[config.mk]
export PLATFORM = sky130hd
export DESIGN_NAME = ssct_ram
export DESIGN_NICKNAME = d
export VERILOG_FILES = /design/src/hw/rtl/sparse_set_component_table_macros.svh /design/src/hw/rtl/ssct_ram.sv
export SDC_FILE = /design/constraint.sdc
export NUM_CORES = 1
export LEC_CHECK = 0
export ABC_CLOCK_PERIOD_IN_PS = 4780
export BUFFER_PORTS_ARGS = -buffer_cell sky130_fd_sc_hd__buf_2
export CAP_MARGIN = 10
export CORE_UTILIZATION = 28
export DETAILED_ROUTE_END_ITERATION = 16
export GPL_TIMING_DRIVEN = 0
export PLACE_DENSITY_LB_ADDON = 0.2
export REMOVE_ABC_BUFFERS = 1
export SLEW_MARGIN = 30
export SYNTH_ARGS = -nofsm -noshare
export SYNTH_HDL_FRONTEND = slang
export SYNTH_SLANG_ARGS = --single-unit
[constraint.sdc]
create_clock -name clk -period 4.78 [get_ports clk]
set_input_delay 0.717 -clock clk [delete_from_list [all_inputs] [get_ports clk]]
set_output_delay 0.717 -clock clk [all_outputs]
set_load 0.02 [all_outputs]
[src/hw/rtl/sparse_set_component_table_macros.svh]
// Assertion macros for the sparse set component table.
// Used by the top level; expects clk and rst_n in scope.
`ifndef SPARSE_SET_COMPONENT_TABLE_MACROS_SVH
`define SPARSE_SET_COMPONENT_TABLE_MACROS_SVH
`ifndef SYNTHESIS
// same-cycle implication
`define SSCT_ASSERT_IMP(label, ante, cons) \
    label: assert property (@(posedge clk) disable iff (!rst_n) (ante) |-> (cons)) \
        else $error("ssct assertion failed");
// next-cycle implication
`define SSCT_ASSERT_NXT(label, ante, cons) \
    label: assert property (@(posedge clk) disable iff (!rst_n) (ante) |=> (cons)) \
        else $error("ssct assertion failed");
`else
`define SSCT_ASSERT_IMP(label, ante, cons)
`define SSCT_ASSERT_NXT(label, ante, cons)
`endif
`endif

[src/hw/rtl/ssct_ram.sv]
// Generic simple dual-port RAM: one write port, one read port, registered read.
// No dependencies.
module ssct_ram #(
    parameter int WIDTH = 8,
    parameter int DEPTH = 16
) (
    input  logic                     clk,
    input  logic                     we,
    input  logic [$clog2(DEPTH)-1:0] waddr,
    input  logic [WIDTH-1:0]         wdata,
    input  logic [$clog2(DEPTH)-1:0] raddr,
    output logic [WIDTH-1:0]         rdata
);

    logic [WIDTH-1:0] mem [DEPTH];

    always_ff @(posedge clk)
    begin
        if (we)
        begin
            mem[waddr] <= wdata;
        end
        rdata <= mem[raddr];
    end

endmodule

# Word level (Yosys, flattened, before mapping)

Memory sizes are Yosys's and may differ from the RTL's. A register that Yosys moved wholly into a read port is not among the register bits.
Index checks and enable logic that the tools add are counted.

Flip-flop bits (word level): 0
RAM bits: 128
Memories: 1
Word-level logic and storage cells: 3
Bits of input ports: 18
Output and inout bits: 8

Memories:

| name | depth | bits a word | rd ports | clocked after memory_dff | write ports | line           | source |
|---|---|---|---|---|---|---|---|
| mem  | 16    | 8           | 1        | 1                        | 1           | ssct_ram.sv:15 | `logic [WIDTH-1:0] mem [DEPTH];` |

Multiplexer cells: 2

Operators by type and width:

| operator         | count |
|---|---|
| 1-bit 2-to-1 mux | 2 |

# Longest topological paths before layout

Depth after elaboration: 2
Gate-level depth with buffers: 5
Depth with buffers taken out: 3

# Worst setup path after synthesis

No wires, ideal clock.

Path type: input port to flip-flop
Start: input port waddr[2]
End: memory mem[0][0], enable pin
Stages: 2
Setup slack: 2.570 ns
Data arrival time: 1.827 ns
Setup time: 0.383 ns
Path buffers: 0
Path through: or3b_2 nor3_1

RTL lines:

| what        | line           | source |
|---|---|---|
| from (decl) | ssct_ram.sv:9  | `input logic [$clog2(DEPTH)-1:0] waddr,` |
| to (decl)   | ssct_ram.sv:15 |  |

Straight into the memory's write port.

# Worst setup path after layout

Start: input port waddr[2]
End: memory mem[1][6], enable pin

Straight into the memory's write port.

==> flow_metrics.py <==
metrics = {
    "status": {
        "status": "completed",
    },
    "critical_path": {
        "crit_required_ps": 4800,
        "arrival_ps": 2060,
        "start_kind": "input port",
        "path_class": "input port to flop",
        "critPathCaptureType": "flop",
        "worstPathMaxFanout": 8,
        "worst-r2r-cell-count": 3,
    },
    "clocking": {
        "cts_tree": "yes",
        "cts.clk_slew.worst_paths_ps": 50,
        "clock_latency_ps": 400,
        "htreeDepth": 4,
        "postCtsHoldBufs": 0,
        "numCtsBuffers": 17,
        "cts_resized": 0,
        "cts.sinks": 136,
        "clockRootBuffer": "clkbuf_16",
        "cts_setup_buffers": 0,
        "clockBufferDepth": 2,
    },
    "global_routing": {
        "grt_pass1_wl_mm": 15.34,
        "grt_pass1_vias": 2434,
        "grt-ovfl-total": 0,
        "grt_use_total_pct": 11.96,
        "antenna_found_initial": 0,
        "grt_start_max_net_pins": 33,
    },
    "timing": {
        "fin_skew_ps": 7.453,
        "max_slew.worst_pin.slew_ps": 940.9,
        "finalHoldViolCount": 0,
        "report.final.slew_viol_count": 0,
        "hold-worst-slack_ps": 681.7,
        "rsz0062_at_grt": "no",
        "slew_headroom_pct": 37.04,
        "tns_ps": 0,
        "setup_viol": 0,
        "finalCritPeriodShare_pct": 42.68,
        "fmax_mhz": 490.2,
        "fin_crit_ps": 2040,
    },
    "floorplan": {
        "die_area_sq_um": 18930,
        "die_width_um": 137.6,
        "die_height_um": 137.6,
        "initial_core_util_pct": 28.66,
        "rows": 49,
        "core_area_sq_um": 17960,
        "num_io_pins": 26,
    },
    "power_and_ir_drop": {
        "swShare_pct": 20.08,
        "power.internal_mw": 2.079,
        "power.total_mw": 2.602,
        "ir_worst_vdd_uv": 179.1,
        "power_density_nw_per_um2": 429.8,
        "p_clk_share_pct": 43.5,
        "cellLeakagePower_nw": 1.981,
        "switching_power_uw": 522.6,
        "p_comb_share_pct": 4.9,
        "seqPwrFrac_pct": 51.6,
    },
    "finish": {
        "final_common_cell": "edfxtp_1",
        "drive_above_1_share_pct": 29.75,
        "diodes": 0,
        "finalNonFillerCells": 508,
        "postLayoutCellArea_sq_um": 6053,
        "nets": 285,
        "final_cell_mix": "edfxtp_1, buf_2, mux4_2, clkbuf_16, a22oi_1",
        "area_growth_pct": 17.60,
    },
    "synthesis": {
        "synthAdderAreaFrac_pct": 0,
        "synth_largest_area_cell": "edfxtp_1",
        "syn_area_sq_um": 5147,
        "syn_area_per_cell_sq_um": 22.48,
        "synth_xor_area_share_pct": 0,
        "synth_top_family_by_area": "multiplexers",
        "netlist.area_leader.share_pct": 74.67,
        "seq_area_frac_synth_pct": 77.78,
        "ys_ff_latch": 136,
        "ys_warn_count": 0,
        "synth_compound_area_share_pct": 2.333,
        "yosys-mux-area-fraction_pct": 15.02,
        "netlist_top_cells_area": "edfxtp_1, mux4_2, mux4_1",
        "synth_cell_types": 19,
        "synth_simple_gate_area_share_pct": 3.184,
        "synthCells": 229,
    },
    "drt": {
        "wl_per_cell_um": 20.24,
        "dr_total_vias": 2289,
        "postRouteAntennaNets": 0,
        "dr.pass1.iters": 4,
        "drt_iter0_markers": 93,
        "drc": 0,
        "via_per_inst": 4.506,
        "drt-total-wl_mm": 10.28,
    },
    "placed_design": {
        "io_buffers": 25,
        "post-place-cells": 477,
        "dpl_cell_area_sq_um": 5530,
        "place.gp.congestion": 0.7004,
        "dp_hpwl_mm": 6.331,
    },
    "min_path": {
        "hold_depth": 3,
        "hold_class": "flop to flop",
    },
    "run": {
        "cap_violations": 0,
    },
}
registers in the layout (all words and copies together), names as in the netlist:
name and count:
rdata 8, mem 128
power groups by stage:
stage	clock network, mW	logic, mW	registers (mW)
after floorplan	0	0.0534	1.37
after global placement	0	0.127	1.37
after detailed placement	0	0.130	1.37
after CTS	1.16	0.130	1.34
after global routing	1.20	0.140	1.34
final	1.13	0.127	1.34
worst paths after layout:
check | end | slack (ps) | startpoint
max | mem[1][6]$_DFFE_PP_ | 2740 | waddr[2]
min | rdata[2]$_DFF_P_ | 680 | mem[15][2]$_DFFE_PP_
max reg2reg | rdata[4]$_DFF_P_ | 3420 | mem[9][4]$_DFFE_PP_
min reg2reg | rdata[2]$_DFF_P_ | 680 | mem[15][2]$_DFFE_PP_
cell usage after synthesis (all sizes together):
| cell | count |
|---|---|
| edfxtp | 128 |
| mux4 | 32 |
| a22oi | 16 |
| nor2 | 13 |
| nand2 | 9 |
| dfxtp | 8 |
| buf | 7 |
| nor3 | 4 |
| clkdlybuf4s25 | 3 |
| nand2b | 2 |
| nand3b | 2 |
| and2 | 1 |
| and2b | 1 |
| nand3 | 1 |
| nor2b | 1 |
| or3b | 1 |
per-stage QoR:
| stage | utilization [%] | setup slack [ps] |
|---|---|---|
| floorplan | - | 2570 |
| global placement | 30.47 | 1721 |
| detailed placement | 30.79 | 2282 |
| CTS | 33.67 | 2706 |
| global route | 33.70 | 2652 |
| finish | 33.70 | 2740 |
kinds of logic after synthesis:
| family | after synthesis |
|---|---|
| flops | 136 |
| compound gates | 16 |
| simple gates | 35 |
| buf+inv | 10 |
| mux | 32 |
layer usage:
layer	wire length (um)	track usage [%]	vias to the layer above
met2	5143	20.02	39
met1	4774	15.01	1197
met5	0	0	-
met3	265	2.281	7
met4	98	5.311	0
li1	-	-	1046
worst max-delay path: stages:
cell and delay, ps:
buf_2 120, or3b_2 510, nor2_1 710
layout make-up:
cell class | count | area [sq um]
clock inverters | 13 | 88.84
fillers | 1701 | 11910
clock buffers | 18 | 429.2
repair buffers | 29 | 157.7
flip-flops and latches | 136 | 4004
well taps | 229 | 286.5
multi-input cells | 83 | 1087
Power figures use the tool's default switching activity.
