--- config.mk ---
export PLATFORM = sky130hd
export DESIGN_NAME = ssct_seq
export DESIGN_NICKNAME = d
export VERILOG_FILES = /design/src/hw/rtl/sparse_set_component_table_macros.svh /design/src/hw/rtl/ssct_pkg.sv /design/src/hw/rtl/ssct_seq.sv
export SDC_FILE = /design/constraint.sdc
export NUM_CORES = 1
export LEC_CHECK = 0
export BUFFER_PORTS_ARGS = -buffer_cell sky130_fd_sc_hd__buf_2
export CELL_PAD_IN_SITES_DETAIL_PLACEMENT = 0
export CELL_PAD_IN_SITES_GLOBAL_PLACEMENT = 2
export CORE_MARGIN = 8
export CORE_UTILIZATION = 32
export CTS_CLUSTER_SIZE = 40
export DETAILED_ROUTE_END_ITERATION = 10
export GPL_ROUTABILITY_DRIVEN = 0
export PLACE_DENSITY_LB_ADDON = 0.1
export SYNTH_ARGS = -nofsm -noshare
export SYNTH_HDL_FRONTEND = slang
export SYNTH_SLANG_ARGS = --single-unit
export TNS_END_PERCENT = 1
--- constraint.sdc ---
create_clock -name clk -period 15.1 [get_ports clk]
set_input_delay 1.51 -clock clk [delete_from_list [all_inputs] [get_ports clk]]
set_output_delay 1.51 -clock clk [all_outputs]
set_load 0.02 [all_outputs]
--- src/hw/rtl/sparse_set_component_table_macros.svh ---
// Assertion macros for the sparse set component table.
// Used by the top level; expects clk and rst_n in scope.
`ifndef SPARSE_SET_COMPONENT_TABLE_MACROS_SVH
`define SPARSE_SET_COMPONENT_TABLE_MACROS_SVH
`ifndef SYNTHESIS
// same-cycle implication
`define SSCT_ASSERT_IMP(label, ante, cons) \
    label: assert property (@(posedge clk) disable iff (!rst_n) (ante) |-> (cons)) \
        else $error("ssct assertion failed");
// next-cycle implication
`define SSCT_ASSERT_NXT(label, ante, cons) \
    label: assert property (@(posedge clk) disable iff (!rst_n) (ante) |=> (cons)) \
        else $error("ssct assertion failed");
`else
`define SSCT_ASSERT_IMP(label, ante, cons)
`define SSCT_ASSERT_NXT(label, ante, cons)
`endif
`endif

--- src/hw/rtl/ssct_pkg.sv ---
// Shared constants, codes and types of the sparse set component table.
// No dependencies.
package ssct_pkg;

    localparam int MAP_DEPTH   = 1024;
    localparam int DENSE_DEPTH = 1024;
    localparam int MAP_AW      = $clog2(MAP_DEPTH);
    localparam int DENSE_AW    = $clog2(DENSE_DEPTH);
    localparam int CNT_W       = $clog2(DENSE_DEPTH + 1);
    localparam int INDEX_W     = 10;
    localparam int GEN_W       = 32;
    localparam int COMP_W      = 64;
    localparam int MODE_W      = 3;
    localparam int STATUS_W    = 3;

    localparam logic [MODE_W-1:0] MODE_INSERT = 3'd0;
    localparam logic [MODE_W-1:0] MODE_REMOVE = 3'd1;
    localparam logic [MODE_W-1:0] MODE_LOOKUP = 3'd2;
    localparam logic [MODE_W-1:0] MODE_READ   = 3'd3;
    localparam logic [MODE_W-1:0] MODE_CLEAR  = 3'd4;

    localparam logic [STATUS_W-1:0] STATUS_OK     = 3'd0;
    localparam logic [STATUS_W-1:0] STATUS_ABSENT = 3'd1;
    localparam logic [STATUS_W-1:0] STATUS_FULL   = 3'd2;
    localparam logic [STATUS_W-1:0] STATUS_RANGE  = 3'd3;
    localparam logic [STATUS_W-1:0] STATUS_POS    = 3'd4;

    typedef struct packed {
        logic [INDEX_W-1:0] idx;
        logic [GEN_W-1:0]   gen;
        logic [COMP_W-1:0]  comp;
    } dense_word_t;

    localparam int DENSE_W = $bits(dense_word_t);

    typedef struct packed {
        logic                map_we;
        logic [MAP_AW-1:0]   map_waddr;
        logic [DENSE_AW-1:0] map_wdata;
        logic [MAP_AW-1:0]   map_raddr;
        logic                dense_we;
        logic [DENSE_AW-1:0] dense_waddr;
        dense_word_t         dense_wdata;
        logic [DENSE_AW-1:0] dense_raddr;
    } mem_req_t;

    typedef struct packed {
        logic [STATUS_W-1:0] status;
        logic                present;
        logic [COMP_W-1:0]   comp;
        logic [INDEX_W-1:0]  fidx;
        logic [GEN_W-1:0]    fgen;
        logic [DENSE_AW-1:0] epos;
        logic [CNT_W-1:0]    count;
    } res_t;

endpackage

--- src/hw/rtl/ssct_seq.sv ---
// Operation sequencer: issues map and dense reads, checks the handle, writes back.
// Depends on ssct_pkg.
module ssct_seq import ssct_pkg::*; (
    input  logic                clk,
    input  logic                rst_n,
    input  logic                start,
    input  logic [MODE_W-1:0]   mode,
    input  logic [INDEX_W-1:0]  handle_index,
    input  logic [GEN_W-1:0]    handle_generation,
    input  logic [COMP_W-1:0]   component_in,
    input  logic [DENSE_AW-1:0] read_position,
    output logic                busy,
    input  logic [DENSE_AW-1:0] map_rdata,
    input  dense_word_t         dense_rdata,
    output mem_req_t            mem,
    output logic                res_valid,
    output res_t                res
);

    localparam logic [1:0] ST_CLR   = 2'd0;
    localparam logic [1:0] ST_IDLE  = 2'd1;
    localparam logic [1:0] ST_MAP   = 2'd2;
    localparam logic [1:0] ST_DENSE = 2'd3;

    localparam logic [CNT_W-1:0]  CNT_FULL = CNT_W'(DENSE_DEPTH);
    localparam logic [MAP_AW-1:0] CLR_LAST = MAP_AW'(MAP_DEPTH - 1);

    logic [1:0]          state_reg, state_next;
    logic [MAP_AW-1:0]   clr_reg, clr_next;
    logic [CNT_W-1:0]    count_reg, count_next;
    logic [MODE_W-1:0]   mode_reg;
    logic [INDEX_W-1:0]  idx_reg;
    logic [GEN_W-1:0]    gen_reg;
    logic [COMP_W-1:0]   comp_reg;
    logic [DENSE_AW-1:0] rpos_reg;
    dense_word_t         last_reg;
    logic [DENSE_AW-1:0] pos_reg;
    logic                pos_ok_reg;

    logic accept;
    logic idx_ok;
    logic rd_ok;
    logic hit;

    assign busy   = (state_reg != ST_IDLE);
    assign accept = start && (state_reg == ST_IDLE);
    assign idx_ok = (32'(idx_reg) < 32'(MAP_DEPTH));
    assign rd_ok  = (CNT_W'(rpos_reg) < count_reg);
    // pos_ok gates the compare, so stale dense contents never leak into hit
    assign hit    = pos_ok_reg && (dense_rdata.idx == idx_reg)
                    && (dense_rdata.gen == gen_reg);

    always_comb
    begin
        state_next = state_reg;
        clr_next   = clr_reg;
        count_next = count_reg;

        mem             = '0;
        mem.map_raddr   = MAP_AW'(handle_index);
        mem.dense_raddr = (mode == MODE_READ) ? read_position
                                              : DENSE_AW'(count_reg - 1'b1);
        res_valid = 1'b0;
        res       = '0;
        res.count = count_reg;

        case (state_reg)
            ST_CLR:
            begin
                // map sweep after reset
                mem.map_we    = 1'b1;
                mem.map_waddr = clr_reg;
                clr_next      = clr_reg + 1'b1;
                if (clr_reg == CLR_LAST)
                begin
                    state_next = ST_IDLE;
                end
            end
            ST_IDLE:
            begin
                if (accept)
                begin
                    state_next = ST_MAP;
                end
            end
            ST_MAP:
            begin
                mem.dense_raddr = map_rdata;
                if (mode_reg inside {MODE_INSERT, MODE_REMOVE, MODE_LOOKUP})
                begin
                    if (idx_ok)
                    begin
                        state_next = ST_DENSE;
                    end
                    else
                    begin
                        res_valid  = 1'b1;
                        res.status = STATUS_RANGE;
                        state_next = ST_IDLE;
                    end
                end
                else
                begin
                    res_valid  = 1'b1;
                    state_next = ST_IDLE;
                    case (mode_reg)
                        MODE_READ:
                        begin
                            if (rd_ok)
                            begin
                                res.comp = dense_rdata.comp;
                                res.fidx = dense_rdata.idx;
                                res.fgen = dense_rdata.gen;
                                res.epos = rpos_reg;
                            end
                            else
                            begin
                                res.status = STATUS_POS;
                            end
                        end
                        MODE_CLEAR:
                        begin
                            count_next = '0;
                            res.count  = '0;
                        end
                        default:
                        begin
                        end
                    endcase
                end
            end
            ST_DENSE:
            begin
                res_valid   = 1'b1;
                res.present = hit;
                state_next  = ST_IDLE;
                case (mode_reg)
                    MODE_INSERT:
                    begin
                        if (hit)
                        begin
                            mem.dense_we    = 1'b1;
                            mem.dense_waddr = pos_reg;
                            mem.dense_wdata = '{idx: idx_reg, gen: gen_reg, comp: comp_reg};
                            res.epos        = pos_reg;
                        end
                        else if (count_reg == CNT_FULL)
                        begin
                            res.status = STATUS_FULL;
                        end
                        else
                        begin
                            mem.dense_we    = 1'b1;
                            mem.dense_waddr = DENSE_AW'(count_reg);
                            mem.dense_wdata = '{idx: idx_reg, gen: gen_reg, comp: comp_reg};
                            mem.map_we      = 1'b1;
                            mem.map_waddr   = MAP_AW'(idx_reg);
                            mem.map_wdata   = DENSE_AW'(count_reg);
                            count_next      = count_reg + 1'b1;
                            res.epos        = DENSE_AW'(count_reg);
                            res.count       = count_reg + 1'b1;
                        end
                    end
                    MODE_REMOVE:
                    begin
                        if (hit)
                        begin
                            // last entry fills the hole; harmless when it is the hole
                            mem.dense_we    = 1'b1;
                            mem.dense_waddr = pos_reg;
                            mem.dense_wdata = last_reg;
                            mem.map_we      = 1'b1;
                            mem.map_waddr   = MAP_AW'(last_reg.idx);
                            mem.map_wdata   = pos_reg;
                            count_next      = count_reg - 1'b1;
                            res.epos        = pos_reg;
                            res.count       = count_reg - 1'b1;
                        end
                        else
                        begin
                            res.status = STATUS_ABSENT;
                        end
                    end
                    default:
                    begin
                        if (hit)
                        begin
                            res.comp = dense_rdata.comp;
                            res.epos = pos_reg;
                        end
                        else
                        begin
                            res.status = STATUS_ABSENT;
                        end
                    end
                endcase
            end
            default:
            begin
                state_next = ST_IDLE;
            end
        endcase
    end

    always_ff @(posedge clk or negedge rst_n)
    begin
        if (!rst_n)
        begin
            state_reg <= ST_CLR;
            clr_reg   <= '0;
            count_reg <= '0;
        end
        else
        begin
            state_reg <= state_next;
            clr_reg   <= clr_next;
            count_reg <= count_next;
        end
    end

    always_ff @(posedge clk)
    begin
        if (accept)
        begin
            mode_reg <= mode;
            idx_reg  <= handle_index;
            gen_reg  <= handle_generation;
            comp_reg <= component_in;
            rpos_reg <= read_position;
        end
        if (state_reg == ST_MAP)
        begin
            last_reg   <= dense_rdata;
            pos_reg    <= map_rdata;
            pos_ok_reg <= (CNT_W'(map_rdata) < count_reg);
        end
    end

endmodule
After elaboration in Yosys (flattened, before gate mapping)
Index checks and enable logic that the tools add are counted.
- register bits after elaboration: 259
- bits of input ports: 238
- logic and storage cells: 98
- add/subtract/negate cells: 3
- order comparisons: 2
- equal/unequal tests: 20
- multiplexer cells: 50
- reductions and logical operators: 10
- operators by type and width (cell ; number):
    117-bit two-way mux ; 4
    117-bit one-hot mux with 2 select lines ; 1
    116-bit two-way mux ; 2
    64-bit two-way mux ; 2
    64-bit one-hot mux with 2 select lines ; 1
    127-bit two-way mux ; 1
    21-bit two-way mux ; 5
    11-bit one-hot mux with 2 select lines ; 4
    21-bit one-hot mux with 2 select lines ; 2
    11-bit two-way mux ; 6
    10-bit two-way mux ; 5
    42-bit two-way mux ; 1
    32-bit == test ; 1
    10-bit by 11-bit < comparator with 1-bit output ; 2
    10-bit one-hot mux with 2 select lines ; 1
    3-bit two-way mux ; 4
    3-bit != test, second input constant ; 4
    11-bit by 1-bit adder with 11-bit output, second input constant ; 1
    11-bit == test, second input constant ; 1
    11-bit by 1-bit subtractor with 11-bit output, second input constant ; 1
    10-bit by 1-bit adder with 10-bit output, second input constant ; 1
    10-bit == test ; 1
    10-bit == test, second input constant ; 1
    2-bit two-way mux ; 5
    19 further kinds ; 28

Logic depth before layout (Yosys ltp)
Gate-level depths: netlist of the first run.
- depth in word-level cells: 6
- gate-level depth with buffers: 15
- depth with buffers taken out: 11

Worst setup path after synthesis of the first run
No wires, ideal clock.
- kind: register -> output
- from: reg state_reg[0]
- to: out res[101] (netlist name)
- arrival time: 5.255 ns
- data required time: 13.590 ns
- setup slack: 8.335 ns
- cell stages (with the launch flop): 12
- buffers on the path: 2
- path through: dfrtp_1 -> inv_1 -> ha_1 -> clkbuf_1 -> inv_1 -> or3_1 -> nor2_1 -> o211ai_1 -> nand2_1 -> a31oi_1 -> clkbuf_1 -> nor2b_1
- RTL lines (item ; RTL line ; RTL):
    start, declared ; ssct_seq.sv:28 ; logic [1:0] state_reg, state_next;
    start signal, assigned ; ssct_seq.sv:215 ; state_reg <= state_next;
    end, declared ; ssct_seq.sv:17 ; output res_t res

==> results of run 1 <==
[where the power goes]
part,switching (uW),internal [uW],total [uW]
clock,299,422,721
combinational,516,234,751
sequential,83.6,938,1020
[layout by cell type, fill, tap and decap left out, types with 17 or more instances in the layout]
| cell type | instances |
|---|---|
| buf_2 | 528 |
| edfxtp_1 | 236 |
| nor2_1 | 130 |
| nand2_1 | 114 |
| a22oi_1 | 100 |
| nor2b_1 | 66 |
| a21oi_1 | 64 |
| and2_1 | 46 |
| o21ai_0 | 44 |
| xnor2_1 | 41 |
| clkbuf_16 | 31 |
| nand3_1 | 27 |
| ha_1 | 25 |
| inv_1 | 23 |
| dfrtp_1 | 23 |
| nand4_1 | 20 |
| buf_4 | 18 |
| xor2_1 | 17 |
| nor3_1 | 17 |
[metrics by stage]
step	setup WS (ns)	hold slack, ns	cells	instance area (sq um)
after CTS	7.42	0.529	2276	17400
after global routing	7.11	0.558	2280	17400
after global placement	7.57	0.521	2224	16500
final	7.56	0.533	2281	17400
after floorplan	8.34	0.487	1240	13400
after detailed placement	7.45	0.520	2224	16500
[layout make-up]
class | count | area, sq um
antenna | 5 | 12.5
clock buffer | 37 | 798
clock inverter | 15 | 151
fill | 4211 | 24200
inverter | 26 | 97.6
multi-input combinational | 854 | 5250
sequential | 259 | 7660
tap | 539 | 674
timing repair buffer | 546 | 2780
[how the worst max path moves through the flow]
stage,startpoint,end,slack (ns),cells past startpoint
after floorplan,state_reg[0],res[101],8.34,11
after detailed placement,dense_rdata[70],mem[67],7.45,11
after global routing,dense_rdata[70],mem[70],7.11,11
after CTS,dense_rdata[70],mem[67],7.42,11
after global placement,dense_rdata[70],mem[67],7.57,11
final,dense_rdata[70],mem[104],7.56,11
[cell families after synthesis]
logic type      after synthesis
buf+inv                     127
xor+xnor                     58
simple gates                475
fa+ha+maj                    26
flops                       259
compound gates              286
mux                           9
[metal layers]
layer	track usage	wire, microns	part of all wire	up-vias
met3	0.0666	5070	0.083	99
met2	0.411	30400	0.50	510
met4	0.0665	1650	0.027	22
met1	0.285	23400	0.39	5817
met5	0	140	0.0023	-
li1	-	-	-	5511
==> results.yml, run 1 <==
status:
  status: "finished clean"
clock_network:
  cts_tree: "done"
  hold_buffers: 0
  cts.sinks: 259
  post_cts_buffers: 0
  cts_made_buffers: 31
  cts_buffer_depth: 3
  insertion_delay_ns: 0.57
  cts-root-buf: "clkbuf_16"
  cts_resized: 0
  cts.clk_slew.worst_paths_ns: 0.05
  ctsHtreeMaxLevel: 1
floorplan:
  io_pins: 529
  initial_core_util: 0.322
  die_y_microns: 221
  row_count: 75
  die_area_sq_um: 48700
  die_x_microns: 221
  core_area_sq_um: 41700
logic_synthesis:
  yosysMostFrequentCell: "edfxtp_1"
  postSynth.asyncResetShare: 0.0888
  synth_top_family_by_area: "simple AND/OR/NAND/NOR gates"
  ys_ff_latch: 259
  synth_cell_type_count: 65
  netlist_area_sq_um: 13400
  ys_top_cells_by_area: "edfxtp_1 (53%), a22oi_1 (5.6%), dfrtp_1 (4.3%)"
  ys.flop_type: "edfxtp_1"
  synth_seq_area_share: 0.571
  synth_fa_ha_area_frac: 0.0242
  synthTopCellsByCount: "edfxtp_1 (236), nor2_1 (131), nand2_1 (116), a22oi_1 (100), clkbuf_1 (71)"
  synth_warnings: 0
  syn-num-nets: 1504
  syn_inst: 1240
  synth-simple-area-share: 0.174
  synth_edf_count: 236
  muxShareOfSynthArea: 0.00709
  synth_top_area_frac: 0.528
  synth_compound_area_frac: 0.144
  syn_area_per_cell_sq_um: 10.8
  yosysTopAreaCell: "edfxtp_1"
  synth_xor_area_frac: 0.0379
sta:
  rsz0062_at_grt: "no"
  relSlewSlack: 0.258
  slew_viol_final: 0
  hold_viol_final: 0
  fmax_ghz: 0.133
  worst_slew_pin_slew_ns: 1.11
  clock-skew-final_ns: 0.0145
  finalSetupTns_ns: 0
  period_share: 0.499
  setup_viol: 0
  finalCriticalPeriod_ns: 7.54
route:
  vias_per_cell: 5.24
  drtIter0Drc: 898
  drcViolationCount: 0
  num_vias: 11959
  totalWireLength_microns: 60700
  wl_per_cell_microns: 26.6
  postRouteAntennaNets: 0
  dr.pass1.iters: 5
setup_path:
  rr_worst_depth: 8
  slowest_stage: "buf_4"
  crit_type: "in2out"
  rrSetupSlack_ns: 11.22
  worst_r2r_startpoint: "gen_reg[6]"
  crit_path_max_fanout: 82
  critical-path-top-delay-family: "simple AND/OR/NAND/NOR gates"
  worstPathRequired_ns: 13.59
  path_cells: "buf_2 -> xnor2_1 -> o221ai_1 -> nor4_1 -> nand4_1 -> nor2_1 -> o21a_4 -> buf_4 -> a22oi_1 -> nor2_1 -> buf_2"
  rr_endpoint: "count_reg[2]"
  end_kind: "primary output"
  critPathMaxStageDelay_ns: 0.86
  cp_num_buf_inv: 3
  crit_path_start_kind: "primary input"
  cp.arrival_ns: 6.03
cells_and_area:
  largest_reg_flops: 106
  area_growth_pct: 29.8
  finish.utilization: 0.418
  nets: 1982
  drive_above_1_share: 0.348
grt:
  track_usage: 0.237
  grt_start_max_net_pins: 83
  grt_pass1_vias: 11907
  grt-ovfl-total: 0
  grt_pass1_wl_microns: 84000
  antenna_found_initial: 23
worst_hold_path:
  min-delay-start: "clr_reg[6]"
  whs_endpoint: "clr_reg[6]"
  hold_path_class: "reg2reg"
  min_path_cells: 1
power_and_ir_drop:
  vdd_drop_max_mv: 0.0773
  leakage_uw: 0.00703
  power_density_nw_per_um2: 143
  power_uw: 2490
placement:
  io_buffers: 528
  hpwl_microns: 45500
flow_run:
  maxCapViolations: 0
Power figures use the tool's default switching activity.
==> run 2: changes to the inputs <==
--- a/config.mk
+++ b/config.mk
@@ -9,7 +9,7 @@
 export CELL_PAD_IN_SITES_DETAIL_PLACEMENT = 0
 export CELL_PAD_IN_SITES_GLOBAL_PLACEMENT = 2
 export CORE_MARGIN = 8
-export CORE_UTILIZATION = 32
+export CORE_UTILIZATION = 30
 export CTS_CLUSTER_SIZE = 40
 export DETAILED_ROUTE_END_ITERATION = 10
 export GPL_ROUTABILITY_DRIVEN = 0
==> constraint.sdc (replaced) <==
create_clock -name clk -period 7.37 [get_ports clk]
set_input_delay 0.737 -clock clk [delete_from_list [all_inputs] [get_ports clk]]
set_output_delay 0.737 -clock clk [all_outputs]
set_load 0.02 [all_outputs]
==> run 2 against run 1 <==
  * Worst hold slack got worse by 0.38 ns
  * Critical path depth decreased by 1
  * First-iteration DRC count decreased by 4.0%
==> results.yml, run 2 (synthesis results as in run 1) <==
clock_network:
  ctsHtreeMaxLevel: 1
  post_cts_buffers: 0
  insertion_delay_ns: 0.59
  cts.sinks: 259
  cts_tree: "done"
  cts_made_buffers: 31
  cts.clk_slew.worst_paths_ns: 0.07
  cts_resized: 0
  cts_buffer_depth: 3
  cts-root-buf: "clkbuf_16"
  hold_buffers: 0
flow_run:
  maxCapViolations: 0
sta:
  fmax_ghz: 0.169
  rsz0062_at_grt: "no"
  relSlewSlack: 0.301
  setup_viol: 0
  finalSetupTns_ns: 0
  slew_viol_final: 0
  worst_slew_pin_slew_ns: 1.05
  period_share: 0.804
  clock-skew-final_ns: 0.0136
  hold_viol_final: 0
  finalCriticalPeriod_ns: 5.93
power_and_ir_drop:
  power_density_nw_per_um2: 296
  vdd_drop_max_mv: 0.183
  power_uw: 5200
  leakage_uw: 0.00708
worst_hold_path:
  hold_path_class: "in2async"
cells_and_area:
  mostFrequentLayoutCells: "buf_2 (528), edfxtp_1 (236), nor2_1 (129), nand2_1 (114), a22oi_1 (100)"
  area_growth_pct: 31.1
  drive_above_1_share: 0.349
  largest_reg_flops: 106
  nets: 1983
  final_common_cell: "buf_2"
  nFillCells: 4435
setup_path:
  end_kind: "primary output"
  rr_worst_depth: 11
  crit_type: "reg2out"
  worstPathRequired_ns: 6.63
  rr_endpoint: "count_reg[3]"
  worst_r2r_startpoint: "count_reg[0]"
  cp.arrival_ns: 5.19
  crit_path_max_fanout: 64
  crit_path_start_kind: "register"
  rrSetupSlack_ns: 3.55
status:
  status: "finished clean"
route:
  num_vias: 11908
  dr.pass1.iters: 5
  drtIter0Drc: 862
  drcViolationCount: 0
  totalWireLength_microns: 61600
  maxUsedRoutingLayer: "met5"
  routed-wl-met2_microns: 30700
  wl_per_cell_microns: 26.3
  wl_met3_microns: 4800
  postRouteAntennaNets: 0
  drt-met1-wl_microns: 24300
  vias_per_cell: 5.08
grt:
  grt_pass1_wl_microns: 86500
  grt_pass1_vias: 12157
  track_usage: 0.228
  antenna_found_initial: 19
  grt-ovfl-total: 0
  grt_start_max_net_pins: 74
floorplan:
  initial_core_util: 0.303
  io_pins: 529
  row_count: 77
  die_area_sq_um: 51800
  core_area_sq_um: 44200
  die_x_microns: 228
  die_y_microns: 228
placement:
  io_buffers: 528
  hpwl_microns: 46100
[run 2: cell types whose count changed in the layout (fill, tap and decap cells not counted)]
cell and delta:
nor2_4 +1, inv_6 -1, inv_16 +1, clkinv_4 +1, clkinvlp_4 -2, buf_12 +1, clkinv_2 +3, o21ai_0 -1
clkinv_1 +4, o21ai_1 +1, bufinv_16 +1, diode_2 +3, clkbuf_1 -1, nor2_1 -1
[run 2: metrics by stage]
step | hold WS [ns] | setup slack, ns | instance area [sq um] | util | std cells
global placement | 0.512 | 1.60 | 16600 | 0.374 | 2278
detailed placement | 0.538 | 1.55 | 16600 | 0.374 | 2278
floorplan | 0.441 | 1.38 | 13400 | - | 1240
finish | 0.156 | 1.44 | 17600 | 0.398 | 2344
global route | 0.181 | 1.16 | 17600 | 0.397 | 2339
CTS | 0.150 | 1.38 | 17600 | 0.397 | 2336
[run 2: cell type report]
| class | instances | area, sq um | share of cell area |
|---|---|---|---|
| diodes | 8 | 20.0 | 0.00114 |
| repair buffers | 547 | 2800 | 0.159 |
| clock buffers | 36 | 795 | 0.0452 |
| inverters | 26 | 97.6 | 0.00555 |
| flip-flops and latches | 259 | 7660 | 0.436 |
| well taps | 592 | 741 | 0.0421 |
| clock inverters | 22 | 216 | 0.0123 |
| multi-input cells | 854 | 5260 | 0.299 |
[run 2: where the power goes]
| group | switching (uW) | internal, uW |
|---|---|---|
| combinational | 1080 | 482 |
| sequential | 166 | 1920 |
| clock | 642 | 910 |
[run 2: worst max-delay path by stage]
| stage | cells past startpoint | from | slack [ns] | to |
|---|---|---|---|---|
| 2_1_floorplan | 11 | state_reg[0] | 1.38 | res[101] |
| 3_3_place_gp | 11 | dense_rdata[76] | 1.60 | res[9] |
| 3_5_place_dp | 11 | dense_rdata[76] | 1.55 | res[9] |
| 4_1_cts | 10 | gen_reg[12] | 1.38 | res[9] |
| 5_1_grt | 10 | gen_reg[12] | 1.16 | res[8] |
| 6_report | 10 | gen_reg[12] | 1.44 | res[9] |
[run 2: critical path: stages (launching register included)]
cell      delay [ns]
edfxtp_1        0.40
xnor2_1         0.49
nand4_1         0.24
nor4_1          0.60
nand4_1         0.41
nor2_1          0.67
o21a_4          0.65
buf_12          0.38
nand2_1         0.22
o21ai_0         0.21
buf_2           0.20
[run 2: metal layers]
metal	up-vias	track usage
met1	5814	0.272
li1	5511	-
met3	95	0.0690
met4	20	0.0617
met2	468	0.395
met5	-	0
